`src/rtl/mct_pkg.sv`:
```
// Package of the monitor command tokenizer: constants, codes and types.
`timescale 1ns / 1ps
package mct_pkg;

	// Text buffer geometry and the longest text a token may hold.
	localparam int BUF_DEPTH = 32;
	localparam int BUF_AW    = 5;
	localparam int MAX_TEXT  = 32;
	localparam int CNT_W     = 6;
	localparam int PACK_MAX  = 8;

	// Token kinds.
	localparam logic [4:0] K_EOL    = 5'd0;
	localparam logic [4:0] K_BAD    = 5'd1;
	localparam logic [4:0] K_CONST  = 5'd2;
	localparam logic [4:0] K_STRING = 5'd3;
	localparam logic [4:0] K_WORD   = 5'd4;
	localparam logic [4:0] K_REG    = 5'd5;
	localparam logic [4:0] K_SINGLE = 5'd6;
	localparam logic [4:0] K_OP0    = 5'd7;
	localparam logic [4:0] K_MOD0   = 5'd18;

	typedef enum logic [3:0] {
		M_IDLE,
		M_OPER,
		M_WORD,
		M_QUOTE,
		M_QESC,
		M_QOCT
	} mct_mode_t;

	typedef enum logic [1:0] {
		B_DEC,
		B_OCT,
		B_HEX
	} mct_base_t;

	typedef enum logic [3:0] {
		ST_WAIT,
		ST_DISP,
		ST_QFIN,
		ST_PACK_RD,
		ST_PACK_EV,
		ST_RUN_RD,
		ST_RUN_EV,
		ST_W_R0,
		ST_W_R1,
		ST_W_R2,
		ST_W_CLS,
		ST_NUM_RD,
		ST_NUM_EV
	} mct_state_t;

	// Decisions of the datapath that steer the sequencer.
	typedef struct packed {
		logic hold;
		logic fin_quote;
		logic fin_word;
		logic start_pack;
		logic start_run;
		logic start_num;
		logic tok_done;
		logic redo;
	} mct_ctl_t;

endpackage

```
`src/rtl/mct_if.sv`:
```
// Handshake interfaces for the character and token channels.
`timescale 1ns / 1ps
interface mct_cmd_if;
	logic       valid;
	logic       ready;
	logic [7:0] ch;

	modport source (output valid, output ch, input ready);
	modport sink (input valid, input ch, output ready);
endinterface

interface mct_tok_if;
	logic        valid;
	logic        ready;
	logic [4:0]  kind;
	logic [63:0] value;
	logic [7:0]  text_char;
	logic        last;

	modport source (output valid, output kind, output value, output text_char, output last,
		input ready);
	modport sink (input valid, input kind, input value, input text_char, input last,
		output ready);
endinterface

```
`src/rtl/mct_ram.sv`:
```
// Generic single-port-write, single-port-read RAM with a registered read.
`timescale 1ns / 1ps
module mct_ram #(
	parameter int WIDTH = 8,
	parameter int DEPTH = 32
) (
	input  logic                     clk,
	input  logic                     we,
	input  logic [$clog2(DEPTH)-1:0] waddr,
	input  logic [WIDTH-1:0]         wdata,
	input  logic                     re,
	input  logic [$clog2(DEPTH)-1:0] raddr,
	output logic [WIDTH-1:0]         rdata
);
	logic [WIDTH-1:0] mem [DEPTH];

	always_ff @(posedge clk) begin
		if (we) begin
			mem[waddr] <= wdata;
		end
		if (re) begin
			rdata <= mem[raddr];
		end
	end
endmodule

```
`src/rtl/monitor_command_tokenizer_core.sv`:
```
// Top level of the monitor command tokenizer: sequencer, text buffer and output register.
`timescale 1ns / 1ps
// The block takes one character of a command line per word on the cmd channel and
// gives tokens as words on the tok channel. A 0 character ends the line. Each token
// is one word with last set, except strings and words, which come out as a run of
// words, one text character each, the final one marked with last.
// An accepted character is registered and then worked on in the dispatch state; one that
// finishes no token lets cmd take the next one when the sequencer returns to waiting.
// Ending a token reads the 32-entry text buffer, which has one registered read port:
// a word costs three reads to classify; packing a character constant, parsing a number
// or sending a text run takes a read and an evaluate state per buffered character.
// All token state lives in registers and in the text buffer; only one character is
// in work at a time, and the character that ends a token may start another.
// After reset the block is at the start of a line with no token open; the buffer
// needs no clearing, as entries not written for the current token never decide a result.
// A single output register parts the channels: while tok stalls, work that would give
// another word waits, and a character that gives nothing still waits behind it.
module monitor_command_tokenizer_core (
	input  logic         clk,
	input  logic         arst_n,
	mct_cmd_if.sink      cmd,
	mct_tok_if.source    tok
);

	function automatic logic is_digit(input logic [7:0] c);
		return (c >= "0") && (c <= "9");
	endfunction

	function automatic logic is_oct(input logic [7:0] c);
		return (c >= "0") && (c <= "7");
	endfunction

	function automatic logic is_word_char(input logic [7:0] c);
		return is_digit(c) || ((c >= "a") && (c <= "z")) || ((c >= "A") && (c <= "Z"))
			|| (c == "_");
	endfunction

	// Digit value, or 31 for a character that is no digit in any base.
	function automatic logic [4:0] digit_val(input logic [7:0] c);
		logic [7:0] t;
		t = 8'd31;
		if (is_digit(c)) begin
			t = c - 8'h30;
		end else if ((c >= "a") && (c <= "f")) begin
			t = c - 8'h57;
		end else if ((c >= "A") && (c <= "F")) begin
			t = c - 8'h37;
		end
		return t[4:0];
	endfunction

	function automatic logic is_op_first(input logic [7:0] c);
		return (c == "<") || (c == ">") || (c == "=") || (c == "!") || (c == "+")
			|| (c == "-") || (c == "&") || (c == "|") || (c == "$");
	endfunction

	// Two-character operator: hit flag and kind.
	function automatic logic [5:0] op_kind(input logic [7:0] h, input logic [7:0] c);
		logic [5:0] r;
		r = {1'b0, mct_pkg::K_BAD};
		if (h == "<" && c == "<") r = {1'b1, mct_pkg::K_OP0 + 5'd0};
		else if (h == "<" && c == "=") r = {1'b1, mct_pkg::K_OP0 + 5'd1};
		else if (h == ">" && c == ">") r = {1'b1, mct_pkg::K_OP0 + 5'd2};
		else if (h == ">" && c == "=") r = {1'b1, mct_pkg::K_OP0 + 5'd3};
		else if (h == "=" && c == "=") r = {1'b1, mct_pkg::K_OP0 + 5'd4};
		else if (h == "!" && c == "=") r = {1'b1, mct_pkg::K_OP0 + 5'd5};
		else if (h == "+" && c == "+") r = {1'b1, mct_pkg::K_OP0 + 5'd6};
		else if (h == "-" && c == "-") r = {1'b1, mct_pkg::K_OP0 + 5'd7};
		else if (h == "&" && c == "&") r = {1'b1, mct_pkg::K_OP0 + 5'd8};
		else if (h == "|" && c == "|") r = {1'b1, mct_pkg::K_OP0 + 5'd9};
		else if (h == "$" && c == "f") r = {1'b1, mct_pkg::K_OP0 + 5'd10};
		return r;
	endfunction

	function automatic logic [4:0] mod_kind(input logic [7:0] c);
		logic [4:0] r;
		case (c)
			"h": r = mct_pkg::K_MOD0 + 5'd0;
			"i": r = mct_pkg::K_MOD0 + 5'd1;
			"m": r = mct_pkg::K_MOD0 + 5'd2;
			"u": r = mct_pkg::K_MOD0 + 5'd3;
			"c": r = mct_pkg::K_MOD0 + 5'd4;
			"p": r = mct_pkg::K_MOD0 + 5'd5;
			"s": r = mct_pkg::K_MOD0 + 5'd6;
			"n": r = mct_pkg::K_MOD0 + 5'd7;
			"w": r = mct_pkg::K_MOD0 + 5'd8;
			"b": r = mct_pkg::K_MOD0 + 5'd9;
			"L": r = mct_pkg::K_MOD0 + 5'd10;
			"H": r = mct_pkg::K_MOD0 + 5'd11;
			"P": r = mct_pkg::K_MOD0 + 5'd12;
			"E": r = mct_pkg::K_MOD0 + 5'd13;
			default: r = mct_pkg::K_BAD;
		endcase
		return r;
	endfunction

	// MIPS register name: valid flag and number.
	function automatic logic [6:0] reg_number(input logic [5:0] n, input logic [7:0] a,
		input logic [7:0] b_raw, input logic [7:0] c_raw);
		logic [7:0] b;
		logic [7:0] c;
		logic       two;
		logic       three;
		logic [7:0] bd;
		logic [7:0] cd;
		logic [7:0] v;
		logic [6:0] r;
		b     = (n > 6'd1) ? b_raw : 8'd0;
		c     = (n > 6'd2) ? c_raw : 8'd0;
		two   = (n == 6'd2);
		three = (n == 6'd3);
		bd    = b - 8'h30;
		cd    = c - 8'h30;
		v     = 8'd0;
		r     = 7'd0;
		case (a)
			"A": if (b == "T" && two) r = {1'b1, 6'd1};
			"v": if (b >= "0" && b <= "1" && two) r = {1'b1, bd[5:0] + 6'd2};
			"a": begin
				if (b >= "0" && b <= "7" && two) r = {1'b1, bd[5:0] + 6'd4};
				else if (b == "t" && two) r = {1'b1, 6'd1};
			end
			"t": begin
				if (b == "a" && c >= "0" && c <= "3" && three) r = {1'b1, cd[5:0] + 6'd8};
				else if (b >= "0" && b <= "3" && two) r = {1'b1, bd[5:0] + 6'd12};
				else if (b >= "8" && b <= "9" && two) r = {1'b1, bd[5:0] + 6'd16};
			end
			"s": begin
				if (b >= "0" && b <= "7" && two) r = {1'b1, bd[5:0] + 6'd16};
				else if (b == "p" && two) r = {1'b1, 6'd29};
				else if (b == "8" && two) r = {1'b1, 6'd30};
			end
			"j": if (b == "p" && two) r = {1'b1, 6'd25};
			"k": if (b >= "0" && b <= "1" && two) r = {1'b1, bd[5:0] + 6'd26};
			"g": if (b == "p" && two) r = {1'b1, 6'd28};
			"f": if (b == "p" && two) r = {1'b1, 6'd30};
			"r": begin
				v = bd * 8'd10 + cd;
				if (b == "a" && two) r = {1'b1, 6'd31};
				else if (is_digit(b) && two) r = {1'b1, bd[5:0]};
				else if (is_digit(b) && is_digit(c) && three && v < 8'd32) r = {1'b1, v[5:0]};
			end
			"p": if (b == "c" && two) r = {1'b1, 6'd32};
			default: r = 7'd0;
		endcase
		return r;
	endfunction

	localparam logic [mct_pkg::CNT_W-1:0] MAXT = mct_pkg::CNT_W'(mct_pkg::MAX_TEXT);
	localparam logic [mct_pkg::CNT_W-1:0] PMAX = mct_pkg::CNT_W'(mct_pkg::PACK_MAX);

	mct_pkg::mct_state_t state_q, state_d;
	mct_pkg::mct_mode_t  mode_q, mode_d;
	mct_pkg::mct_base_t  base_q, base_d;
	mct_pkg::mct_ctl_t   ctl;

	logic [7:0]                  ch_q;
	logic [mct_pkg::CNT_W-1:0]   count_q, count_d;
	logic [mct_pkg::CNT_W-1:0]   idx_q, idx_d;
	logic                        quote_q, quote_d;
	logic [1:0]                  digits_q, digits_d;
	logic [8:0]                  oct_q, oct_d;
	logic [7:0]                  held_q, held_d;
	logic                        skip_q, skip_d;
	logic                        redo_q;
	logic [63:0]                 acc_q, acc_d;
	logic                        sat_q, sat_d;
	logic [7:0]                  prev_q, prev_d;
	logic [4:0]                  run_kind_q, run_kind_d;
	logic [7:0]                  b0_q;
	logic [7:0]                  b1_q;

	logic                        out_valid_q;
	logic [4:0]                  kind_q;
	logic [63:0]                 value_q;
	logic [7:0]                  text_q;
	logic                        last_q;

	logic                        out_free;
	logic                        emit;
	logic [4:0]                  e_kind;
	logic [63:0]                 e_value;
	logic [7:0]                  e_text;
	logic                        e_last;

	logic                        we;
	logic [mct_pkg::BUF_AW-1:0]  waddr;
	logic [7:0]                  wdata;
	logic                        re;
	logic [mct_pkg::BUF_AW-1:0]  raddr;
	logic [7:0]                  rdata;

	logic                        accept;
	logic [mct_pkg::CNT_W-1:0]   cnt_inc;
	logic [5:0]                  op_r;
	logic [6:0]                  reg_r;
	logic [4:0]                  dval;
	logic [4:0]                  base_num;
	logic [67:0]                 prod;
	logic [63:0]                 vfin;
	logic [63:0]                 packed_v;
	logic [8:0]                  oct_next;
	logic [7:0]                  esc_byte;
	logic [7:0]                  close_ch;

	assign accept    = cmd.valid && cmd.ready;
	assign cmd.ready = (state_q == mct_pkg::ST_WAIT);
	assign out_free  = !out_valid_q || tok.ready;

	assign tok.valid     = out_valid_q;
	assign tok.kind      = kind_q;
	assign tok.value     = value_q;
	assign tok.text_char = text_q;
	assign tok.last      = last_q;

	mct_ram #(
		.WIDTH (8),
		.DEPTH (mct_pkg::BUF_DEPTH)
	) u_text_buf (
		.clk   (clk),
		.we    (we),
		.waddr (waddr),
		.wdata (wdata),
		.re    (re),
		.raddr (raddr),
		.rdata (rdata)
	);

	assign cnt_inc  = count_q + 1'b1;
	assign op_r     = op_kind(held_q, ch_q);
	assign reg_r    = reg_number(count_q, b0_q, b1_q, rdata);
	assign dval     = digit_val(rdata);
	assign oct_next = {oct_q[5:0], 3'b000} + {6'd0, ch_q[2:0]};
	assign close_ch = quote_q ? 8'h27 : 8'h22;
	assign packed_v = {acc_q[55:0], rdata};
	assign vfin     = sat_q ? {64{1'b1}} : acc_q;

	always_comb begin
		case (base_q)
			mct_pkg::B_HEX: base_num = 5'd16;
			mct_pkg::B_OCT: base_num = 5'd8;
			default:        base_num = 5'd10;
		endcase
	end

	always_comb begin
		case (base_q)
			mct_pkg::B_HEX: prod = {acc_q, 4'b0000} + {63'd0, dval};
			mct_pkg::B_OCT: prod = {1'b0, acc_q, 3'b000} + {63'd0, dval};
			default:        prod = {1'b0, acc_q, 3'b000} + {3'b000, acc_q, 1'b0}
				+ {63'd0, dval};
		endcase
	end

	always_comb begin
		case (ch_q)
			"b":     esc_byte = 8'd8;
			"t":     esc_byte = 8'd9;
			"n":     esc_byte = 8'd10;
			"f":     esc_byte = 8'd12;
			"r":     esc_byte = 8'd13;
			default: esc_byte = ch_q;
		endcase
	end

	// Datapath: what the current state does to the token state and the output.
	always_comb begin
		ctl        = '0;
		emit       = 1'b0;
		e_kind     = mct_pkg::K_EOL;
		e_value    = 64'd0;
		e_text     = 8'd0;
		e_last     = 1'b1;
		we         = 1'b0;
		waddr      = count_q[mct_pkg::BUF_AW-1:0];
		wdata      = ch_q;
		re         = 1'b0;
		raddr      = idx_q[mct_pkg::BUF_AW-1:0];
		mode_d     = mode_q;
		count_d    = count_q;
		idx_d      = idx_q;
		quote_d    = quote_q;
		digits_d   = digits_q;
		oct_d      = oct_q;
		held_d     = held_q;
		skip_d     = skip_q;
		acc_d      = acc_q;
		sat_d      = sat_q;
		base_d     = base_q;
		prev_d     = prev_q;
		run_kind_d = run_kind_q;

		case (state_q)
			mct_pkg::ST_DISP: begin
				if (!out_free) begin
					ctl.hold = 1'b1;
				end else begin
					case (mode_q)
						mct_pkg::M_OPER: begin
							mode_d = mct_pkg::M_IDLE;
							emit   = 1'b1;
							if (op_r[5]) begin
								e_kind = op_r[4:0];
							end else begin
								e_kind   = mct_pkg::K_SINGLE;
								e_value  = {56'd0, held_q};
								ctl.redo = 1'b1;
							end
						end
						mct_pkg::M_WORD: begin
							if (is_word_char(ch_q)) begin
								we      = 1'b1;
								count_d = cnt_inc;
								if (cnt_inc >= MAXT) begin
									emit   = 1'b1;
									e_kind = mct_pkg::K_BAD;
									skip_d = 1'b1;
									mode_d = mct_pkg::M_IDLE;
								end
							end else begin
								mode_d       = mct_pkg::M_IDLE;
								ctl.fin_word = 1'b1;
								ctl.redo     = !(count_q == 6'd1 && ch_q == ":");
							end
						end
						mct_pkg::M_QUOTE: begin
							if (ch_q == 8'd0) begin
								mode_d        = mct_pkg::M_IDLE;
								ctl.fin_quote = 1'b1;
								ctl.redo      = 1'b1;
							end else if (ch_q == close_ch) begin
								mode_d        = mct_pkg::M_IDLE;
								ctl.fin_quote = 1'b1;
							end else if (ch_q == 8'h5c) begin
								mode_d = mct_pkg::M_QESC;
							end else begin
								we      = 1'b1;
								count_d = cnt_inc;
								if (cnt_inc >= MAXT) begin
									mode_d        = mct_pkg::M_IDLE;
									ctl.fin_quote = 1'b1;
								end
							end
						end
						mct_pkg::M_QESC: begin
							mode_d = mct_pkg::M_QUOTE;
							if (ch_q == 8'd0) begin
								// A trailing backslash stores a 0 byte, then the line ends.
								we            = 1'b1;
								wdata         = 8'd0;
								count_d       = cnt_inc;
								mode_d        = mct_pkg::M_IDLE;
								ctl.fin_quote = 1'b1;
								ctl.redo      = 1'b1;
							end else if (is_oct(ch_q)) begin
								oct_d    = {6'd0, ch_q[2:0]};
								digits_d = 2'd1;
								mode_d   = mct_pkg::M_QOCT;
							end else begin
								we      = 1'b1;
								wdata   = esc_byte;
								count_d = cnt_inc;
								if (cnt_inc >= MAXT) begin
									mode_d        = mct_pkg::M_IDLE;
									ctl.fin_quote = 1'b1;
								end
							end
						end
						mct_pkg::M_QOCT: begin
							mode_d = mct_pkg::M_QUOTE;
							if (is_oct(ch_q) && digits_q < 2'd3) begin
								oct_d    = oct_next;
								digits_d = digits_q + 1'b1;
								if (digits_q + 1'b1 >= 2'd3) begin
									we      = 1'b1;
									wdata   = oct_next[7:0];
									count_d = cnt_inc;
									if (cnt_inc >= MAXT) begin
										mode_d        = mct_pkg::M_IDLE;
										ctl.fin_quote = 1'b1;
									end
								end else begin
									mode_d = mct_pkg::M_QOCT;
								end
							end else begin
								we       = 1'b1;
								wdata    = oct_q[7:0];
								count_d  = cnt_inc;
								ctl.redo = 1'b1;
								if (cnt_inc >= MAXT) begin
									mode_d        = mct_pkg::M_IDLE;
									ctl.fin_quote = 1'b1;
								end
							end
						end
						default: begin
							mode_d = mct_pkg::M_IDLE;
							if (skip_q) begin
								if (ch_q == 8'd0) begin
									skip_d = 1'b0;
								end
							end else if (ch_q == " " || ch_q == 8'd9 || ch_q == 8'd10) begin
								mode_d = mct_pkg::M_IDLE;
							end else if (ch_q == 8'd0) begin
								emit = 1'b1;
							end else if (ch_q == "#") begin
								emit   = 1'b1;
								skip_d = 1'b1;
							end else if (ch_q == 8'h22 || ch_q == 8'h27) begin
								mode_d  = mct_pkg::M_QUOTE;
								quote_d = (ch_q == 8'h27);
								count_d = '0;
							end else if (is_op_first(ch_q)) begin
								held_d = ch_q;
								mode_d = mct_pkg::M_OPER;
							end else if (is_word_char(ch_q)) begin
								we      = 1'b1;
								waddr   = '0;
								count_d = 6'd1;
								mode_d  = mct_pkg::M_WORD;
							end else begin
								emit    = 1'b1;
								e_kind  = mct_pkg::K_SINGLE;
								e_value = {56'd0, ch_q};
							end
						end
					endcase
				end
			end
			mct_pkg::ST_QFIN: begin
				idx_d = '0;
				acc_d = 64'd0;
				if (quote_q && count_q > PMAX) begin
					ctl.hold     = !out_free;
					emit         = out_free;
					e_kind       = mct_pkg::K_BAD;
					ctl.tok_done = out_free;
				end else if (quote_q && count_q == '0) begin
					ctl.hold     = !out_free;
					emit         = out_free;
					e_kind       = mct_pkg::K_CONST;
					ctl.tok_done = out_free;
				end else if (quote_q) begin
					ctl.start_pack = 1'b1;
				end else if (count_q >= MAXT) begin
					ctl.hold     = !out_free;
					emit         = out_free;
					e_kind       = mct_pkg::K_BAD;
					ctl.tok_done = out_free;
				end else begin
					run_kind_d    = mct_pkg::K_STRING;
					ctl.start_run = 1'b1;
				end
			end
			mct_pkg::ST_PACK_RD: begin
				re = 1'b1;
			end
			mct_pkg::ST_PACK_EV: begin
				if (idx_q + 1'b1 == count_q) begin
					ctl.hold     = !out_free;
					emit         = out_free;
					e_kind       = mct_pkg::K_CONST;
					e_value      = packed_v;
					ctl.tok_done = out_free;
				end else begin
					acc_d = packed_v;
					idx_d = idx_q + 1'b1;
				end
			end
			mct_pkg::ST_RUN_RD: begin
				re = 1'b1;
			end
			mct_pkg::ST_RUN_EV: begin
				e_kind = run_kind_q;
				if (idx_q == count_q || rdata == 8'd0) begin
					ctl.hold     = !out_free;
					emit         = out_free;
					e_text       = (idx_q == '0) ? 8'd0 : prev_q;
					ctl.tok_done = out_free;
				end else if (idx_q != '0 && !out_free) begin
					ctl.hold = 1'b1;
				end else begin
					emit   = (idx_q != '0);
					e_text = prev_q;
					e_last = 1'b0;
					prev_d = rdata;
					idx_d  = idx_q + 1'b1;
				end
			end
			mct_pkg::ST_W_R0: begin
				re    = 1'b1;
				raddr = '0;
			end
			mct_pkg::ST_W_R1: begin
				re    = 1'b1;
				raddr = mct_pkg::BUF_AW'(1);
			end
			mct_pkg::ST_W_R2: begin
				re    = 1'b1;
				raddr = mct_pkg::BUF_AW'(2);
			end
			mct_pkg::ST_W_CLS: begin
				idx_d = '0;
				acc_d = 64'd0;
				sat_d = 1'b0;
				if (count_q == 6'd1 && ch_q == ":") begin
					ctl.hold     = !out_free;
					emit         = out_free;
					e_kind       = mod_kind(b0_q);
					ctl.tok_done = out_free;
				end else if (is_digit(b0_q)) begin
					ctl.start_num = 1'b1;
					base_d        = mct_pkg::B_DEC;
					if (b0_q == "0") begin
						if (count_q >= 6'd3 && (b1_q == "x" || b1_q == "X")
							&& digit_val(rdata) < 5'd16) begin
							base_d = mct_pkg::B_HEX;
							idx_d  = mct_pkg::CNT_W'(2);
						end else begin
							base_d = mct_pkg::B_OCT;
						end
					end
				end else if (reg_r[6]) begin
					ctl.hold     = !out_free;
					emit         = out_free;
					e_kind       = mct_pkg::K_REG;
					e_value      = {58'd0, reg_r[5:0]};
					ctl.tok_done = out_free;
				end else begin
					run_kind_d    = mct_pkg::K_WORD;
					ctl.start_run = 1'b1;
				end
			end
			mct_pkg::ST_NUM_RD: begin
				re = 1'b1;
			end
			mct_pkg::ST_NUM_EV: begin
				if (idx_q == count_q) begin
					ctl.hold     = !out_free;
					emit         = out_free;
					e_kind       = mct_pkg::K_CONST;
					e_value      = vfin;
					ctl.tok_done = out_free;
				end else if (dval < base_num) begin
					idx_d = idx_q + 1'b1;
					if (!sat_q) begin
						if (prod[67:64] != 4'd0) begin
							sat_d = 1'b1;
						end else begin
							acc_d = prod[63:0];
						end
					end
				end else begin
					ctl.hold     = !out_free;
					emit         = out_free;
					ctl.tok_done = out_free;
					e_kind       = (idx_q + 1'b1 == count_q) ? mct_pkg::K_CONST : mct_pkg::K_BAD;
					if (rdata == "G" || rdata == "g") begin
						e_value = vfin << 30;
					end else if (rdata == "M" || rdata == "m") begin
						e_value = vfin << 20;
					end else if (rdata == "K" || rdata == "k") begin
						e_value = vfin << 10;
					end else begin
						e_kind = mct_pkg::K_BAD;
					end
					if (e_kind == mct_pkg::K_BAD) begin
						e_value = 64'd0;
					end
				end
			end
			default: begin
				emit = 1'b0;
			end
		endcase
	end

	// Next state of the sequencer.
	always_comb begin
		state_d = state_q;
		case (state_q)
			mct_pkg::ST_WAIT: begin
				if (accept) state_d = mct_pkg::ST_DISP;
			end
			mct_pkg::ST_DISP: begin
				if (ctl.hold) state_d = mct_pkg::ST_DISP;
				else if (ctl.fin_quote) state_d = mct_pkg::ST_QFIN;
				else if (ctl.fin_word) state_d = mct_pkg::ST_W_R0;
				else if (ctl.redo) state_d = mct_pkg::ST_DISP;
				else state_d = mct_pkg::ST_WAIT;
			end
			mct_pkg::ST_QFIN: begin
				if (ctl.start_pack) state_d = mct_pkg::ST_PACK_RD;
				else if (ctl.start_run) state_d = mct_pkg::ST_RUN_RD;
				else if (ctl.tok_done) state_d = redo_q ? mct_pkg::ST_DISP : mct_pkg::ST_WAIT;
			end
			mct_pkg::ST_PACK_RD: state_d = mct_pkg::ST_PACK_EV;
			mct_pkg::ST_PACK_EV: begin
				if (ctl.tok_done) state_d = redo_q ? mct_pkg::ST_DISP : mct_pkg::ST_WAIT;
				else if (!ctl.hold) state_d = mct_pkg::ST_PACK_RD;
			end
			mct_pkg::ST_RUN_RD: state_d = mct_pkg::ST_RUN_EV;
			mct_pkg::ST_RUN_EV: begin
				if (ctl.tok_done) state_d = redo_q ? mct_pkg::ST_DISP : mct_pkg::ST_WAIT;
				else if (!ctl.hold) state_d = mct_pkg::ST_RUN_RD;
			end
			mct_pkg::ST_W_R0: state_d = mct_pkg::ST_W_R1;
			mct_pkg::ST_W_R1: state_d = mct_pkg::ST_W_R2;
			mct_pkg::ST_W_R2: state_d = mct_pkg::ST_W_CLS;
			mct_pkg::ST_W_CLS: begin
				if (ctl.start_num) state_d = mct_pkg::ST_NUM_RD;
				else if (ctl.start_run) state_d = mct_pkg::ST_RUN_RD;
				else if (ctl.tok_done) state_d = redo_q ? mct_pkg::ST_DISP : mct_pkg::ST_WAIT;
			end
			mct_pkg::ST_NUM_RD: state_d = mct_pkg::ST_NUM_EV;
			mct_pkg::ST_NUM_EV: begin
				if (ctl.tok_done) state_d = redo_q ? mct_pkg::ST_DISP : mct_pkg::ST_WAIT;
				else if (!ctl.hold) state_d = mct_pkg::ST_NUM_RD;
			end
			default: state_d = mct_pkg::ST_WAIT;
		endcase
	end

	always_ff @(posedge clk or negedge arst_n) begin
		if (!arst_n) begin
			state_q     <= mct_pkg::ST_WAIT;
			mode_q      <= mct_pkg::M_IDLE;
			base_q      <= mct_pkg::B_DEC;
			count_q     <= '0;
			idx_q       <= '0;
			quote_q     <= 1'b0;
			digits_q    <= 2'd0;
			oct_q       <= 9'd0;
			held_q      <= 8'd0;
			skip_q      <= 1'b0;
			redo_q      <= 1'b0;
			sat_q       <= 1'b0;
			out_valid_q <= 1'b0;
		end else begin
			state_q  <= state_d;
			mode_q   <= mode_d;
			base_q   <= base_d;
			count_q  <= count_d;
			idx_q    <= idx_d;
			quote_q  <= quote_d;
			digits_q <= digits_d;
			oct_q    <= oct_d;
			held_q   <= held_d;
			skip_q   <= skip_d;
			sat_q    <= sat_d;
			if (state_q == mct_pkg::ST_DISP && !ctl.hold) begin
				redo_q <= ctl.redo;
			end
			if (emit) begin
				out_valid_q <= 1'b1;
			end else if (tok.ready) begin
				out_valid_q <= 1'b0;
			end
		end
	end

	always_ff @(posedge clk) begin
		if (accept) begin
			ch_q <= cmd.ch;
		end
		acc_q      <= acc_d;
		prev_q     <= prev_d;
		run_kind_q <= run_kind_d;
		if (state_q == mct_pkg::ST_W_R1) begin
			b0_q <= rdata;
		end
		if (state_q == mct_pkg::ST_W_R2) begin
			b1_q <= rdata;
		end
		if (emit) begin
			kind_q  <= e_kind;
			value_q <= e_value;
			text_q  <= e_text;
			last_q  <= e_last;
		end
	end

	a_emit_room: assert property (@(posedge clk) disable iff (!arst_n) emit |-> out_free)
		else $error("token word produced while the output register is occupied");
	a_count_max: assert property (@(posedge clk) disable iff (!arst_n) count_q <= MAXT)
		else $error("text count beyond the longest text");
	a_accept_disp: assert property (@(posedge clk) disable iff (!arst_n)
		accept |=> state_q == mct_pkg::ST_DISP)
		else $error("accepted character not dispatched");
	a_text_kind: assert property (@(posedge clk) disable iff (!arst_n)
		(out_valid_q && kind_q != mct_pkg::K_STRING && kind_q != mct_pkg::K_WORD)
		|-> (text_q == 8'd0 && last_q))
		else $error("non-text token carries text or an open run");
endmodule

```
`src/flat_wrapper.sv`:
```
// flat-port wrapper written by rule: the top's interface ports become plain ports
module monitor_command_tokenizer_core_flat 
  (clk, arst_n, cmd_valid, cmd_ch, cmd_ready, tok_valid, tok_kind, tok_value, tok_text_char, tok_last, tok_ready);
  mct_cmd_if cmd_i ();
  mct_tok_if tok_i ();
  input  logic clk;
  input  logic arst_n;
  input wire logic [$bits(cmd_i.valid)-1:0] cmd_valid;
  input wire logic [$bits(cmd_i.ch)-1:0] cmd_ch;
  output wire logic [$bits(cmd_i.ready)-1:0] cmd_ready;
  output wire logic [$bits(tok_i.valid)-1:0] tok_valid;
  output wire logic [$bits(tok_i.kind)-1:0] tok_kind;
  output wire logic [$bits(tok_i.value)-1:0] tok_value;
  output wire logic [$bits(tok_i.text_char)-1:0] tok_text_char;
  output wire logic [$bits(tok_i.last)-1:0] tok_last;
  input wire logic [$bits(tok_i.ready)-1:0] tok_ready;
  assign cmd_i.valid = cmd_valid;
  assign cmd_i.ch = cmd_ch;
  assign cmd_ready = cmd_i.ready;
  assign tok_valid = tok_i.valid;
  assign tok_kind = tok_i.kind;
  assign tok_value = tok_i.value;
  assign tok_text_char = tok_i.text_char;
  assign tok_last = tok_i.last;
  assign tok_i.ready = tok_ready;
  monitor_command_tokenizer_core u_core (.clk(clk), .arst_n(arst_n), .cmd(cmd_i), .tok(tok_i));
endmodule
```
`config.mk`:
```
export PLATFORM = sky130hd
export DESIGN_NAME = monitor_command_tokenizer_core_flat
export DESIGN_NICKNAME = d
export VERILOG_FILES = /design/src/rtl/mct_pkg.sv /design/src/rtl/mct_if.sv /design/src/rtl/mct_ram.sv /design/src/rtl/monitor_command_tokenizer_core.sv /design/src/flat_wrapper.sv
export SDC_FILE = /design/constraint.sdc
export NUM_CORES = 1
export LEC_CHECK = 0
export BUFFER_PORTS_ARGS = -buffer_cell sky130_fd_sc_hd__buf_2
export CAP_MARGIN = 20
export CORE_ASPECT_RATIO = 0.9
export CORE_MARGIN = 4
export CORE_UTILIZATION = 30
export DETAILED_ROUTE_END_ITERATION = 12
export HOLD_SLACK_MARGIN = 0.15
export PLACE_DENSITY = 0.54
export SYNTH_ARGS = -nofsm -noshare
export SYNTH_HDL_FRONTEND = slang
export SYNTH_SLANG_ARGS = --single-unit
```
`constraint.sdc`:
```
create_clock -name clk -period 17.3 [get_ports clk]
set_clock_uncertainty 0.15 [all_clocks]
set_input_delay 0.865 -clock clk [delete_from_list [all_inputs] [get_ports clk]]
set_output_delay 0.865 -clock clk [all_outputs]
set_load 0.01 [all_outputs]
```
==> run summary <==
===========================================================================================
Status                                                                         finished, final reports clean
Wire length reported by the detailed router                                       115000 µm
Count of input and output buffers                                                        91
Most frequent cell on the critical path                                        sky130_fd_sc_hd__inv_1
Top area cells in the synthesized netlist                                      sky130_fd_sc_hd__edfxtp_1 40%, sky130_fd_sc_hd__ha_1 6.5%, sky130_fd_sc_hd__nand2_1 4.6%
Yosys top cell by area                                                         sky130_fd_sc_hd__edfxtp_1
Tmin final                                                                          7570 ps
Half-perimeter wire length after detailed placement                                81100 µm
Clock share of power                                                                  0.160
Area delta synth->final                                                               10.5%
Final worst-path cycle share                                                          0.438
CP max stage delay                                                                   700 ps
DIE WIDTH                                                                            359 µm
Setup crit start kind                                                                  flop
Required @ worst endpoint                                                          17410 ps
IO Pins                                                                                  92
Worst-case hold slack                                                                214 ps
Fraction of final layout cells with drive strength greater than 1                     0.100
Synth top area share                                                                  0.397
Switching Power                                                                     3260 µW
Worst-Margin Slew                                                                   1140 ps
Number of clock buffers inserted by TritonCTS                                            52
Die Area                                                                         116000 µm²
Longest Clk Path Bufs                                                                     3
Count leader, synth                                                            sky130_fd_sc_hd__edfxtp_1
Overall via count from detail_route                                                   28171
Mean post-synth cell area                                                          9.70 µm²
Critical Path AT                                                                    7680 ps
Synth cell types                                                                        107
Final Slew Violations                                                                     0
Crit Path Class                                                                flop to flop
Overall track demand over capacity in global routing                                  0.191
Adder-Cell Fraction of Synth Area                                                    0.0687
Effective utilization at floorplan                                                    0.303
Fraction of the mapped netlist area in simple logic gates                             0.175
Maximum number of pins on one net before global-route repair                             94
Remaining design rule violation count                                                     0
Clock transition at the registers of the reported paths                               70 ps
Max-Slew Margin vs Limit                                                              0.233
Antenna violations before repair                                                          4
Share of the yosys chip area belonging to registers                                   0.431
EDFF count, synth                                                                       440
Yosys synthesis warning count                                                             0
Total setup buffers inserted after CTS                                                    0
Syn Inst Count                                                                         3428
Wire length of the first global-routing pass                                      173000 µm
Cell internal pwr                                                                   3620 µW
TritonCTS clock tree                                                                  built
Area fraction in compound gates after synthesis                                       0.190
Post-synthesis share of cell area spent on xor and xnor gates                        0.0541
Fin Setup TNS                                                                          0 ps
Main combinational cell family by area after synthesis                         compound AO/OA/AOI/OAI gates
Pre-antenna DRT Iters                                                                     6
Achievable Freq                                                                     132 MHz
Die extent in y                                                                      324 µm
Average wire per cell in the routed design                                          23.6 µm
Via density per instance                                                               5.78
Multiplexer share of the synthesized area                                            0.0422
Combinational fraction of design power                                                0.541
Number of design-rule violations left by the first detailed-router iteration           2801
Via count of the first global-routing pass                                            26661
Maximum ir drop on the vdd rail                                                    0.107 mV
Min-delay worst type                                                           input pin to async pin
Final-report setup violation count                                                        0
P per Cell Area                                                                  187 nW/µm²
CP Cell Sequence                                                               inv_1 -> ha_1 -> nor3b_1 -> or4_1 -> a31oi_2 -> a41oi_1 -> inv_1 -> fa_1 -> inv_1 -> ha_1 -> a211oi_1 -> o21ai_1 -> o21a_1 -> o2111ai_1 -> a21oi_1 -> nor3_1 -> o211ai_1 -> a221o_1 -> mux2i_1 -> a41oi_1 -> a2111oi_2 -> buf_4
Clock latency on the worst-skew pair                                                 630 ps
Max Cap Viol                                                                              0
Cts repair resizes                                                                        0
RSZ-0062 raised after global routing                                                  false
H-tree level count                                                                        2
Post-synthesis instance area                                                      33300 µm²
Leakage power figure                                                              0.0130 µW
Post-synth top flop                                                            sky130_fd_sc_hd__edfxtp_1
Count of nets after finishing                                                          3557
Number of flip-flops in the largest register                                            256
Remaining antenna violation count after routing                                           0
Register bank with the most flops                                              u_core.u_text_buf.mem
Routability cong.                                                                     0.944
Leftover overflow at the end of global routing                                            0
Hold Vio Cnt, Final                                                                       0
Area of the placeable core                                                       110000 µm²
Row count                                                                               115
Async S/R FF share, synth                                                            0.0928
Cell area reported after detailed placement                                       35000 µm²
Part of the power in registers                                                        0.298
Top fanout value on the critical path                                                    39
Post-synth net total                                                                   3619
Clock root buffer                                                              sky130_fd_sc_hd__clkbuf_16
Cell at the slowest stage of the critical path                                 sky130_fd_sc_hd__edfxtp_1
Crit path capture type                                                                 flop
Sink Count                                                                              485
Total of flip-flops plus latches after synthesis                                        485
Switching share of power                                                              0.474
Post-route cell area                                                              36700 µm²
Synth top cells by count                                                       440 x sky130_fd_sc_hd__edfxtp_1, 411 x sky130_fd_sc_hd__nand2_1, 262 x sky130_fd_sc_hd__o21ai_0, 233 x sky130_fd_sc_hd__nor2_1, 226 x sky130_fd_sc_hd__clkbuf_1
Post-CTS Hold Fix Bufs                                                                    0
===========================================================================================
==> per-layer routing <==
metal	vias to the layer above	track usage	routed length, µm	part of all wire
li1	12875	-	-	-
met3	191	0.0352	10200	0.089
met2	1285	0.300	51300	0.45
met5	-	0	0	0
met1	13820	0.271	50400	0.44
met4	0	0.0502	3020	0.026
==> layout make-up <==
| class | instances | area (µm²) |
|---|---|---|
| Antenna cell | 5 | 12.5 |
| Clock buffer | 65 | 1370 |
| Clock inverter | 30 | 299 |
| Fill cell | 11291 | 72900 |
| Inverter | 76 | 285 |
| Multi-Input combinational cell | 2606 | 17700 |
| Sequential cell | 485 | 14300 |
| Tap cell | 1462 | 1830 |
| Timing Repair Buffer | 145 | 861 |
==> power groups by stage <==
stage                     Sequential (µW)  Combinational [µW]  Clock [µW]
final                                2050                3720        1100
after global routing                 2070                4080        1180
after floorplan                      1750                2810           0
after CTS                            2030                3700        1130
after global placement               2050                3670           0
after detailed placement             2050                3670           0
==> worst max-delay path: cells and delay by family (launching register included) <==
family | cells | cell delay (ps)
buffers and inverters | 4 | 970
muxes | 1 | 140
adders and majority gates | 3 | 950
and+or+nand+nor | 3 | 1030
DFF | 1 | 700
AOI/OAI and AO/OA | 11 | 3210
==> placed cells by master, fill, tap and decap left out, drive strengths merged, types with 93 or more instances in the layout <==
cell    synthesis  layout
xor2           93      93
xnor2         110     110
buf            33     145
nand2         413     413
edfxtp        440     440
nand3         159     159
a21oi         176     176
ha            173     173
o21ai         281     281
nor2          235     235
==> final timing paths <==
check,slack (ps),cells after the start,end,from
min,210,2,u_core.count_q[3]$_DFFE_PN0P_,arst_n
min reg2reg,330,2,u_core.oct_q[7]$_DFFE_PN0P_,u_core.oct_q[7]$_DFFE_PN0P_
min in group clk,310,1,u_core.ch_q[4]$_DFFE_PP_,cmd_ch[4]
max in group asynchronous,16250,2,u_core.sat_q$_DFFE_PN0P_,arst_n
max reg2reg,9730,22,u_core.acc_q[25]$_DFFE_PP_,u_core.u_text_buf.rdata[0]$_DFFE_PP_
max,9730,22,u_core.acc_q[25]$_DFFE_PP_,u_core.u_text_buf.rdata[0]$_DFFE_PP_
==> through the flow <==
step	power [µW]	worst slack (ps)	utilization	instances
global route	7320	9370	0.335	4869
CTS	6850	9800	0.335	4869
floorplan	4550	4710	-	3428
global placement	5720	9840	0.320	4774
detailed placement	5720	9860	0.320	4774
finish	6880	9730	0.335	4874
==> cells by family after synthesis <==
family / count (synthesis)
compound gates: 946
xor+xnor: 204
fa+ha+maj: 179
buf+inv: 337
flops: 485
mux: 78
simple gates: 1199
(Power assumes the default switching activity.)
